**config.mk**
```make
export PLATFORM = sky130hd
export DESIGN_NAME = ipv6_literal_validator
export DESIGN_NICKNAME = d
export VERILOG_FILES = /design/src/rtl/core/ipv6lv_pkg.sv /design/src/rtl/core/ipv6lv_front.sv /design/src/rtl/core/ipv6lv_queue.sv /design/src/rtl/core/ipv6lv_back.sv /design/src/rtl/core/ipv6_literal_validator.sv
export SDC_FILE = /design/constraint.sdc
export NUM_CORES = 1
export LEC_CHECK = 0
export ABC_AREA = 1
export BUFFER_PORTS_ARGS = -buffer_cell sky130_fd_sc_hd__clkbuf_2
export CAP_MARGIN = 20
export CORE_UTILIZATION = 55
export CTS_CLUSTER_SIZE = 14
export DETAILED_ROUTE_END_ITERATION = 10
export PLACE_DENSITY = 0.78
export SLEW_MARGIN = 20
export SYNTH_ARGS = -nofsm -noshare
export SYNTH_HDL_FRONTEND = slang
export SYNTH_SLANG_ARGS = --single-unit
```
**constraint.sdc**
```tcl
create_clock -name clk -period 3.26 [get_ports clk]
set_input_delay 0.326 -clock clk [delete_from_list [all_inputs] [get_ports clk]]
set_output_delay 0.326 -clock clk [all_outputs]
set_load 0.05 [all_outputs]
```
**src/rtl/core/ipv6lv_pkg.sv**
```systemverilog
package ipv6lv_pkg;

  localparam int QUEUE_DEPTH  = 2;
  localparam int OCTET_MAX    = 255;
  localparam int MAX_GROUPS   = 8;
  localparam int GROUP_DIGITS = 4;
  localparam int GROUP_SAT    = 15;
  localparam int OCTET_DIGITS = 3;
  localparam int IPV4_OCTETS  = 3;

  typedef enum logic [2:0] {
    CC_DIGIT,
    CC_HEX_ALPHA,
    CC_COLON,
    CC_DOT,
    CC_OTHER
  } char_class_t;

  typedef struct packed {
    char_class_t cls;
    logic [3:0]  digit;
    logic        last;
  } word_t;

  typedef enum logic [1:0] {
    PH_START,
    PH_HEX,
    PH_IPV4
  } phase_t;

  function automatic word_t classify(input logic [7:0] b, input logic last);
    word_t w;
    w.last  = last;
    w.digit = 4'(b - 8'h30);
    if (b >= 8'h30 && b <= 8'h39) begin
      w.cls = CC_DIGIT;
    end else if ((b >= 8'h61 && b <= 8'h66) || (b >= 8'h41 && b <= 8'h46)) begin
      w.cls = CC_HEX_ALPHA;
    end else if (b == 8'h3a) begin
      w.cls = CC_COLON;
    end else if (b == 8'h2e) begin
      w.cls = CC_DOT;
    end else begin
      w.cls = CC_OTHER;
    end
    return w;
  endfunction

endpackage

```
**src/rtl/core/ipv6lv_front.sv**
```systemverilog
module ipv6lv_front (
  input  logic              clk,
  input  logic              rst,
  input  logic [7:0]        byte_value,
  input  logic              last_byte,
  input  logic              in_valid,
  output logic              in_ready,
  output logic              f_valid,
  input  logic              f_ready,
  output ipv6lv_pkg::word_t f_word
);

  logic take;

  assign in_ready = !f_valid || f_ready;
  assign take     = in_valid && in_ready;

  always_ff @(posedge clk) begin
    if (rst) begin
      f_valid <= 1'b0;
    end else if (in_ready) begin
      f_valid <= in_valid;
    end
  end

  // classified word register
  always_ff @(posedge clk) begin
    if (take) begin
      f_word <= ipv6lv_pkg::classify(byte_value, last_byte);
    end
  end

endmodule

```
**src/rtl/core/ipv6lv_queue.sv**
```systemverilog
module ipv6lv_queue #(
  parameter int Depth = ipv6lv_pkg::QUEUE_DEPTH
) (
  input  logic                       clk,
  input  logic                       rst,
  input  logic                       push_valid,
  output logic                       push_ready,
  input  ipv6lv_pkg::word_t          push_word,
  output logic                       pop_valid,
  input  logic                       pop_ready,
  output ipv6lv_pkg::word_t          pop_word,
  output logic [$clog2(Depth+1)-1:0] count
);

  localparam int PtrW = $clog2(Depth);
  localparam int CntW = $clog2(Depth + 1);

  ipv6lv_pkg::word_t mem [Depth];
  logic [PtrW-1:0] wr_ptr;
  logic [PtrW-1:0] rd_ptr;
  logic            push;
  logic            pop;

  assign push_ready = count != CntW'(Depth);
  assign pop_valid  = count != '0;
  assign push       = push_valid && push_ready;
  assign pop        = pop_valid && pop_ready;
  assign pop_word   = mem[rd_ptr];

  always_ff @(posedge clk) begin
    if (rst) begin
      wr_ptr <= '0;
      rd_ptr <= '0;
      count  <= '0;
    end else begin
      if (push) begin
        wr_ptr <= (wr_ptr == PtrW'(Depth - 1)) ? '0 : wr_ptr + 1'b1;
      end
      if (pop) begin
        rd_ptr <= (rd_ptr == PtrW'(Depth - 1)) ? '0 : rd_ptr + 1'b1;
      end
      if (push && !pop) begin
        count <= count + 1'b1;
      end else if (pop && !push) begin
        count <= count - 1'b1;
      end
    end
  end

  always_ff @(posedge clk) begin
    if (push) begin
      mem[wr_ptr] <= push_word;
    end
  end

endmodule

```
**src/rtl/core/ipv6lv_back.sv**
```systemverilog
module ipv6lv_back (
  input  logic              clk,
  input  logic              rst,
  input  logic              q_valid,
  output logic              q_ready,
  input  ipv6lv_pkg::word_t q_word,
  output logic              out_valid,
  input  logic              out_ready,
  output logic              literal_valid
);

  ipv6lv_pkg::phase_t phase, phase_next;
  logic       failed, failed_next;
  logic [3:0] group_count, group_count_next;
  logic       compression_seen, compression_seen_next;
  logic [1:0] leading_colons, leading_colons_next;
  logic       pending_colon, pending_colon_next;
  logic [2:0] hex_digit_count, hex_digit_count_next;
  logic       segment_all_decimal, segment_all_decimal_next;
  logic [7:0] octet_value, octet_value_next;
  logic [1:0] octet_digit_count, octet_digit_count_next;
  logic       octet_leading_zero, octet_leading_zero_next;
  logic [1:0] octet_index, octet_index_next;

  logic        pop;
  logic        hex_step;
  logic        is_hex;
  logic        group_start;
  logic [7:0]  mul_src;
  logic [11:0] octet_acc;
  logic        octet_over;
  logic [4:0]  groups;
  logic        verdict;

  assign q_ready = !q_word.last || !out_valid || out_ready;
  assign pop     = q_valid && q_ready;

  assign is_hex      = q_word.cls == ipv6lv_pkg::CC_DIGIT ||
                       q_word.cls == ipv6lv_pkg::CC_HEX_ALPHA;
  assign hex_step    = phase == ipv6lv_pkg::PH_HEX ||
                       (phase == ipv6lv_pkg::PH_START && leading_colons == 2'd0 &&
                        q_word.cls != ipv6lv_pkg::CC_COLON);
  assign group_start = hex_step && hex_digit_count == 3'd0;
  assign mul_src     = group_start ? 8'd0 : octet_value;
  // value * 10 + digit
  assign octet_acc   = {1'b0, mul_src, 3'b000} + {3'b000, mul_src, 1'b0} +
                       {8'd0, q_word.digit};
  assign octet_over  = octet_acc > 12'(ipv6lv_pkg::OCTET_MAX);

  always_comb begin
    phase_next               = phase;
    failed_next              = failed;
    group_count_next         = group_count;
    compression_seen_next    = compression_seen;
    leading_colons_next      = leading_colons;
    pending_colon_next       = pending_colon;
    hex_digit_count_next     = hex_digit_count;
    segment_all_decimal_next = segment_all_decimal;
    octet_value_next         = octet_value;
    octet_digit_count_next   = octet_digit_count;
    octet_leading_zero_next  = octet_leading_zero;
    octet_index_next         = octet_index;

    if (!failed) begin
      if (phase == ipv6lv_pkg::PH_START) begin
        if (leading_colons == 2'd0) begin
          if (q_word.cls == ipv6lv_pkg::CC_COLON) begin
            leading_colons_next = 2'd1;
          end else begin
            phase_next = ipv6lv_pkg::PH_HEX;
          end
        end else if (q_word.cls == ipv6lv_pkg::CC_COLON) begin
          leading_colons_next   = 2'd2;
          compression_seen_next = 1'b1;
          phase_next            = ipv6lv_pkg::PH_HEX;
        end else begin
          failed_next = 1'b1;
        end
      end

      if (hex_step) begin
        if (is_hex) begin
          if (group_start && group_count >= 4'(ipv6lv_pkg::MAX_GROUPS)) begin
            failed_next = 1'b1;
          end else if (hex_digit_count >= 3'(ipv6lv_pkg::GROUP_DIGITS)) begin
            failed_next = 1'b1;
          end else begin
            if (group_start) begin
              segment_all_decimal_next = 1'b1;
              octet_value_next         = '0;
              octet_digit_count_next   = '0;
              octet_leading_zero_next  = 1'b0;
            end
            if (q_word.cls == ipv6lv_pkg::CC_DIGIT && (group_start || segment_all_decimal)) begin
              if (group_start || octet_digit_count == 2'd0) begin
                octet_value_next        = octet_acc[7:0];
                octet_digit_count_next  = 2'd1;
                octet_leading_zero_next = q_word.digit == 4'd0;
              end else if (octet_leading_zero || octet_over ||
                           octet_digit_count >= 2'(ipv6lv_pkg::OCTET_DIGITS)) begin
                segment_all_decimal_next = 1'b0;
              end else begin
                octet_value_next       = octet_acc[7:0];
                octet_digit_count_next = octet_digit_count + 1'b1;
              end
            end else begin
              segment_all_decimal_next = 1'b0;
            end
            hex_digit_count_next = hex_digit_count + 1'b1;
            pending_colon_next   = 1'b0;
          end
        end else if (q_word.cls == ipv6lv_pkg::CC_COLON) begin
          if (hex_digit_count != 3'd0) begin
            if (group_count != 4'(ipv6lv_pkg::GROUP_SAT)) begin
              group_count_next = group_count + 1'b1;
            end
            hex_digit_count_next = '0;
            pending_colon_next   = 1'b1;
          end else if (pending_colon && !compression_seen) begin
            compression_seen_next = 1'b1;
            pending_colon_next    = 1'b0;
          end else begin
            failed_next = 1'b1;
          end
        end else if (q_word.cls == ipv6lv_pkg::CC_DOT) begin
          if (hex_digit_count != 3'd0 && segment_all_decimal) begin
            phase_next              = ipv6lv_pkg::PH_IPV4;
            octet_index_next        = 2'd1;
            octet_value_next        = '0;
            octet_digit_count_next  = '0;
            octet_leading_zero_next = 1'b0;
          end else begin
            failed_next = 1'b1;
          end
        end else begin
          failed_next = 1'b1;
        end
      end else if (phase == ipv6lv_pkg::PH_IPV4) begin
        if (q_word.cls == ipv6lv_pkg::CC_DIGIT) begin
          if (octet_digit_count >= 2'(ipv6lv_pkg::OCTET_DIGITS) || octet_leading_zero ||
              octet_over) begin
            failed_next = 1'b1;
          end else begin
            if (octet_digit_count == 2'd0) begin
              octet_leading_zero_next = q_word.digit == 4'd0;
            end
            octet_value_next       = octet_acc[7:0];
            octet_digit_count_next = octet_digit_count + 1'b1;
          end
        end else if (q_word.cls == ipv6lv_pkg::CC_DOT) begin
          if (octet_digit_count == 2'd0 ||
              octet_index >= 2'(ipv6lv_pkg::IPV4_OCTETS)) begin
            failed_next = 1'b1;
          end else begin
            octet_index_next        = octet_index + 1'b1;
            octet_value_next        = '0;
            octet_digit_count_next  = '0;
            octet_leading_zero_next = 1'b0;
          end
        end else begin
          failed_next = 1'b1;
        end
      end
    end
  end

  // verdict on the state after this word
  always_comb begin
    groups  = {1'b0, group_count_next};
    verdict = 1'b0;
    unique case (phase_next)
      ipv6lv_pkg::PH_HEX: begin
        if (hex_digit_count_next != 3'd0) begin
          groups = groups + 5'd1;
        end
        verdict = !pending_colon_next;
      end
      ipv6lv_pkg::PH_IPV4: begin
        groups  = groups + 5'd2;
        verdict = octet_index_next == 2'(ipv6lv_pkg::IPV4_OCTETS) &&
                  octet_digit_count_next != 2'd0;
      end
      default: begin
        verdict = 1'b0;
      end
    endcase
    if (compression_seen_next) begin
      verdict = verdict && groups < 5'(ipv6lv_pkg::MAX_GROUPS);
    end else begin
      verdict = verdict && groups == 5'(ipv6lv_pkg::MAX_GROUPS);
    end
    verdict = verdict && !failed_next;
  end

  always_ff @(posedge clk) begin
    if (rst || (pop && q_word.last)) begin
      phase               <= ipv6lv_pkg::PH_START;
      failed              <= 1'b0;
      group_count         <= '0;
      compression_seen    <= 1'b0;
      leading_colons      <= '0;
      pending_colon       <= 1'b0;
      hex_digit_count     <= '0;
      segment_all_decimal <= 1'b1;
      octet_value         <= '0;
      octet_digit_count   <= '0;
      octet_leading_zero  <= 1'b0;
      octet_index         <= '0;
    end else if (pop) begin
      phase               <= phase_next;
      failed              <= failed_next;
      group_count         <= group_count_next;
      compression_seen    <= compression_seen_next;
      leading_colons      <= leading_colons_next;
      pending_colon       <= pending_colon_next;
      hex_digit_count     <= hex_digit_count_next;
      segment_all_decimal <= segment_all_decimal_next;
      octet_value         <= octet_value_next;
      octet_digit_count   <= octet_digit_count_next;
      octet_leading_zero  <= octet_leading_zero_next;
      octet_index         <= octet_index_next;
    end
  end

  // result register
  always_ff @(posedge clk) begin
    if (rst) begin
      out_valid <= 1'b0;
    end else if (pop && q_word.last) begin
      out_valid <= 1'b1;
    end else if (out_ready) begin
      out_valid <= 1'b0;
    end
  end

  always_ff @(posedge clk) begin
    if (pop && q_word.last) begin
      literal_valid <= verdict;
    end
  end

endmodule

```
**src/rtl/core/ipv6_literal_validator.sv**
```systemverilog
// path of a final byte: classify register, queue, parser and verdict register
// throughput: one byte per cycle while verdicts are taken; parser pops one word per cycle
// a final word waits in the queue only while the previous verdict is not yet taken
// reset: rst is synchronous, active high; parser returns to start of literal, queue empties
module ipv6_literal_validator #(
  parameter int QueueDepth = ipv6lv_pkg::QUEUE_DEPTH
) (
  input  logic       clk,
  input  logic       rst,
  input  logic [7:0] byte_value,
  input  logic       last_byte,
  input  logic       in_valid,
  output logic       in_ready,
  output logic       literal_valid,
  output logic       out_valid,
  input  logic       out_ready
);

  logic                            f_valid;
  logic                            f_ready;
  ipv6lv_pkg::word_t               f_word;
  logic                            q_valid;
  logic                            q_ready;
  ipv6lv_pkg::word_t               q_word;
  logic [$clog2(QueueDepth+1)-1:0] q_count;

  ipv6lv_front u_front (
    .clk        (clk),
    .rst        (rst),
    .byte_value (byte_value),
    .last_byte  (last_byte),
    .in_valid   (in_valid),
    .in_ready   (in_ready),
    .f_valid    (f_valid),
    .f_ready    (f_ready),
    .f_word     (f_word)
  );

  ipv6lv_queue #(
    .Depth (QueueDepth)
  ) u_queue (
    .clk        (clk),
    .rst        (rst),
    .push_valid (f_valid),
    .push_ready (f_ready),
    .push_word  (f_word),
    .pop_valid  (q_valid),
    .pop_ready  (q_ready),
    .pop_word   (q_word),
    .count      (q_count)
  );

  ipv6lv_back u_back (
    .clk           (clk),
    .rst           (rst),
    .q_valid       (q_valid),
    .q_ready       (q_ready),
    .q_word        (q_word),
    .out_valid     (out_valid),
    .out_ready     (out_ready),
    .literal_valid (literal_valid)
  );

  a_queue_bound: assert property (@(posedge clk) disable iff (rst)
    q_count <= ($clog2(QueueDepth+1))'(QueueDepth))
    else $error("queue occupancy above depth");

  a_reset_empty: assert property (@(posedge clk)
    rst |=> q_count == '0 && !out_valid && !f_valid)
    else $error("pipeline not empty after reset");

  a_verdict_source: assert property (@(posedge clk) disable iff (rst)
    $rose(out_valid) |-> $past(q_valid && q_ready && q_word.last))
    else $error("verdict without a final word");

  a_last_blocked: assert property (@(posedge clk) disable iff (rst)
    q_valid && q_word.last && out_valid && !out_ready |-> !q_ready)
    else $error("final word popped over a pending verdict");

endmodule

```
==> impl_metrics.json, run 1 <==
{
  "cts_root_buffer": "clkbuf_8",
  "end_kind": "flop",
  "start_kind": "flop",
  "cts_tree": "yes",
  "synthCells": 571,
  "die_h_um": 90.0,
  "finalCriticalPeriod_ns": 3.62,
  "worst-path-max-fanout": 6,
  "whs_ns": 0.151,
  "cts.htree.levels": 3,
  "ir_drop_mv": 0.666,
  "post-route-period-util": 1.11,
  "ys_ff_latch": 60,
  "min_path_type": "in2reg",
  "grt_pass1_wl_um": 17700,
  "ys_async_sr_fraction": 0,
  "fin_cells": 754,
  "num_antenna_cells": 0,
  "place_inst": 729,
  "setup-tns-final_ns": -2.31,
  "synth_top_family_by_area": "simple AND/OR/NAND/NOR gates",
  "final_area_um2": 5340,
  "synthFlopType": "dfxtp_1",
  "ios": 16,
  "synth.cell_area_um2": 4260,
  "maxCapViolCount": 0,
  "nNetsFinal": 691,
  "relSlewSlack": 0.534,
  "grt_usage": 0.268,
  "final_common_cell": "nand2_1",
  "antenna_found_initial": 0,
  "drive_above_1_share": 0.284,
  "worst_pin_slew_ns": 0.697,
  "ys_warn_count": 0,
  "num_rows": 31,
  "grt.overflow.total": 0,
  "coreArea_um2": 7370,
  "fmax_mhz": 276,
  "yosysUniqueCellTypes": 48,
  "start_util": 0.577,
  "min-delay-start": "last_byte",
  "worstSetupPathType": "reg2reg",
  "die_area_um2": 8090,
  "mostFrequentLayoutCells": "nand2_1, inv_1, buf_4",
  "synth_fa_ha_area_frac": 0.0841,
  "setup_viol": 14,
  "layout_setup_ws_ns": -0.359,
  "critPathTopFamily": "simple AND/OR/NAND/NOR gates",
  "cts_buffer_depth": 2,
  "synth_nets": 612,
  "path_clk_slew_ns": 0.08,
  "seq_area_frac_synth": 0.341,
  "via_per_inst": 5.46,
  "fin_total_pwr_mw": 5.01,
  "final_hold_viol_count": 0,
  "violations": "negative setup slack",
  "status": "finished, violations left",
  "rsz0062_at_grt": "true",
  "grt_max_degree": 26,
  "clkLatencyLatePin_ns": 0.35,
  "wire_per_inst_um": 14.0,
  "n_fill_cell": 558,
  "die_w_um": 90.0,
  "worstPathArrival_ns": 3.72,
  "drv_slew": 0,
  "gp_congestion": 0.912,
  "reg2reg_slack_ns": -0.36,
  "syn_area_per_cell_um2": 7.45,
  "p_leak_nw": 2.58,
  "postRouteAntennaNets": 0,
  "synth_compound_area_frac": 0.157,
  "vias": 4118,
  "synth_xor_area_frac": 0.0144,
  "required_ns": 3.36,
  "place_hpwl_um": 7610,
  "synth_edf_count": 25,
  "grt_pass1_vias": 4094,
  "cts.sinks": 60,
  "routed_wl_um": 10500,
  "port_buffers": 15,
  "cts-buffers-inserted": 9,
  "fin_worst_skew_ns": 0.00937,
  "cpMostUsedCell": "nand2_1",
  "holdBufCountCts": 0,
  "crit_buf_inv": 7,
  "drc": 0,
  "dr.pass1.iters": 5,
  "muxShareOfSynthArea": 0.00235,
  "area_growth_pct": 25.6,
  "max_stage_delay_ns": 0.42,
  "cp_slowest_cell": "dfxtp_4",
  "dpl_cell_area_um2": 4870,
  "synthSimpleGateAreaFrac": 0.307,
  "drt_iter0_drc": 270,
  "power_density_nw_per_um2": 938
}
==> worst register-to-register path: cells and delay by family (launching register included) <==
family,cells,cell delay [ns]
AND/OR/NAND/NOR,19,1.76
buffers and inverters,7,0.61
adder cells (fa/ha/maj),2,0.49
flip-flops,1,0.42
AO/OA/AOI/OAI,1,0.10
==> logic make-up (layout without fill, tap and decap cells) <==
kind of cell,Yosys count,count (layout)
adders and majority gates,28,28
buffers and inverters,102,186
xor gates and xnor gates,7,7
muxes,1,1
DFF,60,60
AOI/OAI and AO/OA,120,120
and+or+nand+nor,253,253
==> synthesized netlist by cell type (2+ instances only) <==
cell type,n,share of area
o21ai_1,5,0.0059
a21oi_1,47,0.055
nor3_1,7,0.0082
nand2_2,11,0.016
a31oi_1,7,0.010
nor2_2,5,0.0074
nand2_1,113,0.10
clkinv_1,2,0.0018
inv_2,10,0.0088
nand3_4,4,0.016
o21ai_0,42,0.049
nor2_1,48,0.042
o31ai_1,2,0.0035
inv_1,82,0.072
dfxtp_1,35,0.16
nand3_1,32,0.038
o211ai_1,7,0.012
nand3_2,5,0.012
or2_2,3,0.0044
ha_1,27,0.079
nand2_4,10,0.026
a21oi_2,2,0.0041
edfxtp_1,25,0.18
clkbuf_1,3,0.0026
nand4_1,7,0.010
nand2_8,2,0.0094
nor2_4,2,0.0053
xnor2_1,5,0.010
xor2_1,2,0.0041
==> power breakdown <==
| part | internal, mW | switching, mW | total (mW) |
|---|---|---|---|
| logic | 1.18 | 1.88 | 3.06 |
| clock network | 0.445 | 0.346 | 0.791 |
| registers | 0.984 | 0.178 | 1.16 |
| total | 2.61 | 2.40 | 5.01 |
==> routing by layer <==
layer  vias to the layer above  routed length, um  global-route usage
met5                         -                  0                   0
met4                         0                292               0.124
met3                        36                648              0.0558
met2                       159               5260               0.478
met1                      1867               4340               0.306
li1                       2056                  -                   -
==> state kept, by name (all words and copies together) (netlist names), 2 cells and up, named ones only <==
name / cells
u_back.group_count: 4
u_back.hex_digit_count: 3
u_back.leading_colons: 2
u_back.octet_digit_count: 2
u_back.octet_index: 2
u_back.octet_value: 8
u_back.phase: 2
u_front.f_word: 8
u_queue.count: 2
u_queue.mem: 16
==> metrics by stage <==
| stage | setup slack [ns] | util |
|---|---|---|
| 2_1_floorplan | -0.185 | - |
| 3_3_place_gp | -0.210 | 0.661 |
| 3_5_place_dp | -0.343 | 0.661 |
| 4_1_cts | -0.280 | 0.708 |
| 5_1_grt | -0.611 | 0.725 |
| 6_report | -0.359 | 0.725 |
==> area by class of cell <==
type / count / area [um2] / area share
inverter: 96 / 384 / 0.0719
tap: 99 / 124 / 0.0232
multi-input combinational: 409 / 2590 / 0.485
clock inverter: 7 / 106 / 0.0199
sequential: 60 / 1460 / 0.273
timing repair buffer: 74 / 557 / 0.104
clock buffer: 9 / 124 / 0.0232
==> path summary, 6_finish.rpt <==
| kind | endpoint | cells past startpoint |
|---|---|---|
| worst min-delay path | u_front.f_word[0] | 1 |
| worst max-delay path | u_back.literal_valid | 29 |
| worst max register to register | u_back.literal_valid | 29 |
| worst min register to register | u_queue.mem[1][0] | 0 |
==> timing repair <==
| action | CTS | global route |
|---|---|---|
| gates cloned | 0 | 0 |
| gates resized for setup | 29 | 23 |
| setup endpoints to repair | 13 | 14 |
| pin swaps | 18 | 32 |
| setup buffers | 6 | 6 |
Note: power is estimated with default switching activity, not from simulation.
==> run 2, diff against run 1 <==
- TNS_END_PERCENT: not set -> 5
==> run 2 against run 1 <==
Effect of this change:
- the flow still finishes with violations (negative setup slack)
- core utilization fell by 0.90 points
- routed wire length grew 3.6%
- flip-flop and latch count stayed put
- clock power fell by 2.5%
- worst setup slack worse by 0.0059 ns
- non-clock buffer count unchanged
- global-route usage is 0.99 points higher
- register-to-register slack is essentially flat
- clock skew is 0.0034 ns higher
- critical path depth did not move
- count of clock-buffer cells in the layout stayed put
- largest cell class unchanged
==> impl_metrics.json, run 2 (same netlist as run 1, synthesis figures left out) <==
{
  "status": "finished, violations left",
  "violations": "negative setup slack",
  "r2r-start": "u_back.leading_colons[0]",
  "place_hpwl_um": 7670,
  "post-route-period-util": 1.11,
  "wire_per_inst_um": 14.5,
  "critPathTopFamily": "simple AND/OR/NAND/NOR gates",
  "worstPathArrival_ns": 3.83,
  "grt_usage": 0.277,
  "rsz0062_at_grt": "true",
  "path_depth": 29,
  "drv_slew": 0,
  "ir_drop_mv": 0.491,
  "finalCriticalPeriod_ns": 3.63,
  "port_buffers": 15,
  "via_per_inst": 5.60,
  "die_h_um": 90.0,
  "max_stage_delay_ns": 0.39,
  "antenna_found_initial": 0,
  "worst_pin_slew_ns": 0.710,
  "crit_buf_inv": 4,
  "ios": 16,
  "final_hold_viol_count": 0,
  "fmax_mhz": 276,
  "drt_iter0_drc": 353,
  "power_density_nw_per_um2": 926,
  "vias": 4222,
  "grt_pass1_wl_um": 18200,
  "num_rows": 31,
  "postRouteAntennaNets": 0,
  "cts-buffers-inserted": 9,
  "final_common_cell": "nand2_1",
  "clkLatencyLatePin_ns": 0.35,
  "nNetsFinal": 691,
  "drc": 0,
  "grt_max_degree": 26,
  "die_w_um": 90.0,
  "die_area_um2": 8090,
  "path_clk_slew_ns": 0.07,
  "layout_setup_ws_ns": -0.365,
  "cp-endpoint": "u_back.literal_valid",
  "cts.htree.levels": 3,
  "grt.overflow.total": 0,
  "dr.pass1.iters": 5,
  "p_leak_nw": 2.52,
  "worstSetupPathType": "reg2reg",
  "worstReg2RegEnd": "u_back.literal_valid",
  "start_kind": "flop",
  "reg.largest.list": "u_queue.mem (16), u_back.octet_value (8), u_front.f_word (8)",
  "required_ns": 3.47,
  "gp_congestion": 0.935,
  "largest_reg_flops": 16,
  "grt_pass1_vias": 4043,
  "cts_buffer_depth": 2,
  "end_kind": "flop",
  "worst-path-max-fanout": 6,
  "utilization": 0.716,
  "drive_above_1_share": 0.287,
  "final_area_um2": 5280,
  "setup_viol": 14,
  "relSlewSlack": 0.525,
  "reg2reg_depth": 29,
  "cp_slowest_cell": "fa_2",
  "routed_wl_um": 10900,
  "holdBufCountCts": 0,
  "area_growth_pct": 24.0,
  "fin_worst_skew_ns": 0.0128,
  "num_antenna_cells": 0,
  "regMostFlops": "u_queue.mem",
  "reg2reg_slack_ns": -0.37,
  "cts.sinks": 60,
  "cpMostUsedCell": "nand2_1",
  "cts_root_buffer": "clkbuf_8",
  "dpl_cell_area_um2": 4800,
  "min_path_type": "in2reg",
  "mostFrequentLayoutCells": "nand2_1, inv_1, buf_4",
  "maxCapViolCount": 0,
  "start_util": 0.577,
  "cts_tree": "yes",
  "startpoint": "u_back.leading_colons[0]",
  "coreArea_um2": 7370
}
[run 2: metal layers]
metal,track usage,wire length (um),part of all wire
met3,0.0372,639,0.059
met5,0,0,0
met2,0.486,5340,0.49
met4,0.134,447,0.041
met1,0.336,4500,0.41
[run 2: cell type report]
type / count / area [um2]
clock buffers: 9 / 124
clock inverters: 7 / 98.8
fillers: 590 / 2090
inverters: 96 / 372
multi-input cells: 409 / 2570
flip-flops and latches: 60 / 1460
well taps: 99 / 124
repair buffers: 74 / 526
[run 2: worst min path at each step]
stage / start / to / depth (start not counted) / slack [ns]
final: rst / u_back.out_valid / 2 / 0.16
after global routing: last_byte / u_front.f_word[0] / 1 / 0.15
after CTS: last_byte / u_front.f_word[0] / 1 / 0.15
after detailed placement: u_front.f_word[1] / u_queue.mem[0][1] / 0 / 0.43
after global placement: u_front.f_word[7] / u_queue.mem[0][7] / 0 / 0.42
after floorplan: rst / u_back.out_valid / 1 / 0.40
[run 2: report_power, final]
group	internal (mW)	switching, mW	leakage [nW]
registers	0.984	0.176	0.521
clock network	0.435	0.336	0.110
logic	1.12	1.84	1.89
total	2.54	2.35	2.52
[run 2: what timing repair did]
action / 4_1_cts / 5_1_grt
resized for setup: 24 / 24
cloned: 0 / 0
pin swaps: 24 / 21
setup endpoints to repair: 14 / 14
setup buffers: 5 / 5
[run 2: per-stage QoR]
| step | cells | setup slack [ns] | power, mW | TNS (ns) | hold WS, ns |
|---|---|---|---|---|---|
| global route | 754 | -0.562 | 5.23 | -5.63 | 0.154 |
| finish | 754 | -0.365 | 4.89 | -2.28 | 0.159 |
| floorplan | 571 | -0.198 | 2.96 | -0.330 | 0.395 |
| global placement | 728 | -0.298 | 3.67 | -1.91 | 0.422 |
| detailed placement | 728 | -0.462 | 3.77 | -4.05 | 0.431 |
| CTS | 749 | -0.315 | 4.67 | -2.29 | 0.152 |
==> run 3, diff against run 2 <==
- BUFFER_PORTS_ARGS: -buffer_cell sky130_fd_sc_hd__clkbuf_2 -> -buffer_cell sky130_fd_sc_hd__buf_2
- SLEW_MARGIN: 20 -> not set
- SYNTH_HIERARCHICAL: not set -> 1
==> run 3 against run 2 <==
Effect of this change:
- the flow still finishes with violations (negative setup slack)
- routed wire length rose by 19%
- non-clock buffer count rose by 28
- worst setup slack got worse by 0.13 ns
- die area rose by 0.29%
- cell count rose by 7.7%
- maximum frequency fell by 3.4%
==> impl_metrics.json, run 3 <==
{
  "die_w_um": 90.1,
  "post-route-period-util": 1.15,
  "drt_iter0_drc": 438,
  "synth.cell_area_um2": 4270,
  "muxShareOfSynthArea": 0.0211,
  "holdBufCountCts": 0,
  "coreArea_um2": 7370,
  "grt.overflow.total": 0,
  "reg2reg_slack_ns": -0.49,
  "maxCapViolCount": 0,
  "synth_fa_ha_area_frac": 0.0838,
  "via_per_inst": 5.80,
  "layout_setup_ws_ns": -0.491,
  "mostFrequentLayoutCells": "nand2_1, inv_1, buf_4",
  "ys_async_sr_fraction": 0,
  "fmax_mhz": 267,
  "cts.htree.levels": 3,
  "synth_edf_count": 25,
  "setup-tns-final_ns": -5.46,
  "cpMostUsedCell": "nand2_2",
  "cts_tree": "yes",
  "syn_area_per_cell_um2": 7.08,
  "top_usage_layer": "met2",
  "antenna_found_initial": 0,
  "worstPathArrival_ns": 4.03,
  "die_area_um2": 8120,
  "grt_util_met2": 0.524,
  "fin_total_pwr_mw": 5.23,
  "ir_drop_mv": 0.512,
  "reg2reg_depth": 27,
  "die_h_um": 90.1,
  "final_hold_viol_count": 0,
  "synthCells": 603,
  "grt_use_met1": 0.349,
  "seq_area_frac_synth": 0.340,
  "grt_max_degree": 23,
  "cts.sinks": 60,
  "finalCriticalPeriod_ns": 3.75,
  "worstSetupPathType": "reg2reg",
  "yosysUniqueCellTypes": 45,
  "ios": 16,
  "routed_wl_um": 13000,
  "vias": 4706,
  "port_buffers": 15,
  "synthSimpleGateAreaFrac": 0.295,
  "ys_warn_count": 6,
  "grt_usage": 0.304,
  "ys_ff_latch": 60,
  "start_kind": "flop",
  "num_rows": 31,
  "num_antenna_cells": 0,
  "largest_reg_flops": 16,
  "power_density_nw_per_um2": 924,
  "area_growth_pct": 32.5,
  "drv_slew": 0,
  "path_depth": 27,
  "p_leak_nw": 2.78,
  "nNetsFinal": 749,
  "dr.pass1.iters": 5,
  "wire_per_inst_um": 16.0,
  "cts_buffer_depth": 2,
  "utilization": 0.768,
  "critPathTopFamily": "simple AND/OR/NAND/NOR gates",
  "fin_worst_skew_ns": 0.0115,
  "place_ws_ns": -0.581,
  "synth_top_cells_by_count": "nand2_1, inv_1, nor2_1, a21oi_1, dfxtp_1",
  "yosysMostFrequentCell": "nand2_1",
  "relSlewSlack": 0.344,
  "final_common_cell": "nand2_1",
  "violations": "negative setup slack",
  "synthTopCellsByArea": "edfxtp_1, dfxtp_1, nand2_1",
  "drive_above_1_share": 0.321,
  "drc": 0,
  "start_util": 0.579,
  "synthFlopType": "dfxtp_1",
  "cp_slowest_cell": "fa_2",
  "worst_pin_slew_ns": 0.984,
  "synth_xor_area_frac": 0.0144,
  "min_path_type": "in2reg",
  "worst-path-max-fanout": 5,
  "path_clk_slew_ns": 0.07,
  "end_kind": "flop",
  "cts-buffers-inserted": 9,
  "max_stage_delay_ns": 0.42,
  "setup_viol": 14,
  "synth_top_area_frac": 0.176,
  "status": "finished, violations left",
  "required_ns": 3.54,
  "clkLatencyLatePin_ns": 0.36,
  "synth_nets": 644,
  "reg.largest.list": "u_queue/mem (16), u_back/octet_value (8), u_front/f_word (8)",
  "hold_path_depth": 1,
  "synth_top_family_by_area": "simple AND/OR/NAND/NOR gates",
  "rsz0062_at_grt": "true",
  "synth_compound_area_frac": 0.145,
  "synth_largest_area_cell": "edfxtp_1",
  "postRouteAntennaNets": 0,
  "regMostFlops": "u_queue/mem",
  "grt_pass1_vias": 4573,
  "place_hpwl_um": 8220,
  "grt_pass1_wl_um": 19900,
  "crit_buf_inv": 5,
  "use_met3": 0.0702,
  "gp_congestion": 0.935,
  "cts_root_buffer": "clkbuf_8"
}
run 3: kinds of logic after synthesis:
family	count (synthesis)
and+or+nand+nor	279
muxes	8
xor gates and xnor gates	7
DFF	60
adders and majority gates	28
AOI/OAI and AO/OA	110
buffers and inverters	111
run 3: final cells by class:
| cell class | count | area [um2] |
|---|---|---|
| clock inverters | 6 | 40.0 |
| fillers | 474 | 1710 |
| flip-flops and latches | 60 | 1460 |
| repair buffers | 102 | 756 |
| multi-input cells | 432 | 2760 |
| well taps | 99 | 124 |
| inverters | 103 | 395 |
| clock buffers | 10 | 128 |
run 3: where the power goes:
group | internal [mW] | switching [mW]
clock | 0.274 | 0.326
sequential | 0.974 | 0.162
combinational | 1.41 | 2.08
total | 2.65 | 2.57
run 3: per-stage QoR:
stage	std cells	area [um2]	hold WS, ns
after global routing	812	5660	0.136
after global placement	772	4980	0.424
after detailed placement	772	4980	0.436
after floorplan	603	4350	0.395
final	812	5660	0.150
after CTS	807	5410	0.144
run 3: timing repair:
| item | CTS | global route |
|---|---|---|
| buffers inserted | 19 | 5 |
| setup endpoints to repair | 14 | 15 |
| gates cloned | 0 | 0 |
| gates resized for setup | 26 | 52 |
| pin swaps | 16 | 19 |
run 3: path summary, 6_finish.rpt:
kind,startpoint,end
setup reg to reg,flop,u_back/octet_value[1]
setup / recovery,flop,u_back/octet_value[1]
hold / removal,last_byte,u_front/f_word[0]
hold reg to reg,u_front/f_word[0],u_queue/mem[0][0]
run 3: worst register-to-register path, cell delays in order, from the launching register on:
cell and delay (ns):
dfxtp_4 0.38, mux2_4 0.33, inv_4 0.07, nor2_4 0.04
nand2_2 0.06, nand2_2 0.05, nand2_2 0.10, nand2_4 0.09
nand2_4 0.10, xor2_1 0.14, inv_1 0.09, ha_4 0.23
fa_2 0.42, nand3_2 0.09, nand2_2 0.07, nand2_2 0.08
nand2_4 0.06, nand2_2 0.08, inv_2 0.04, nor2_4 0.13
nand2_4 0.09, nand2_4 0.07, nand4_4 0.08, buf_6 0.13
nor4_4 0.20, buf_4 0.22, o21ai_1 0.07, a21oi_1 0.18
run 3: routing by layer:
layer,up-vias,wire (um)
li1,2204,-
met2,268,6310
met4,0,675
met1,2160,4880
met3,74,1110
met5,-,0
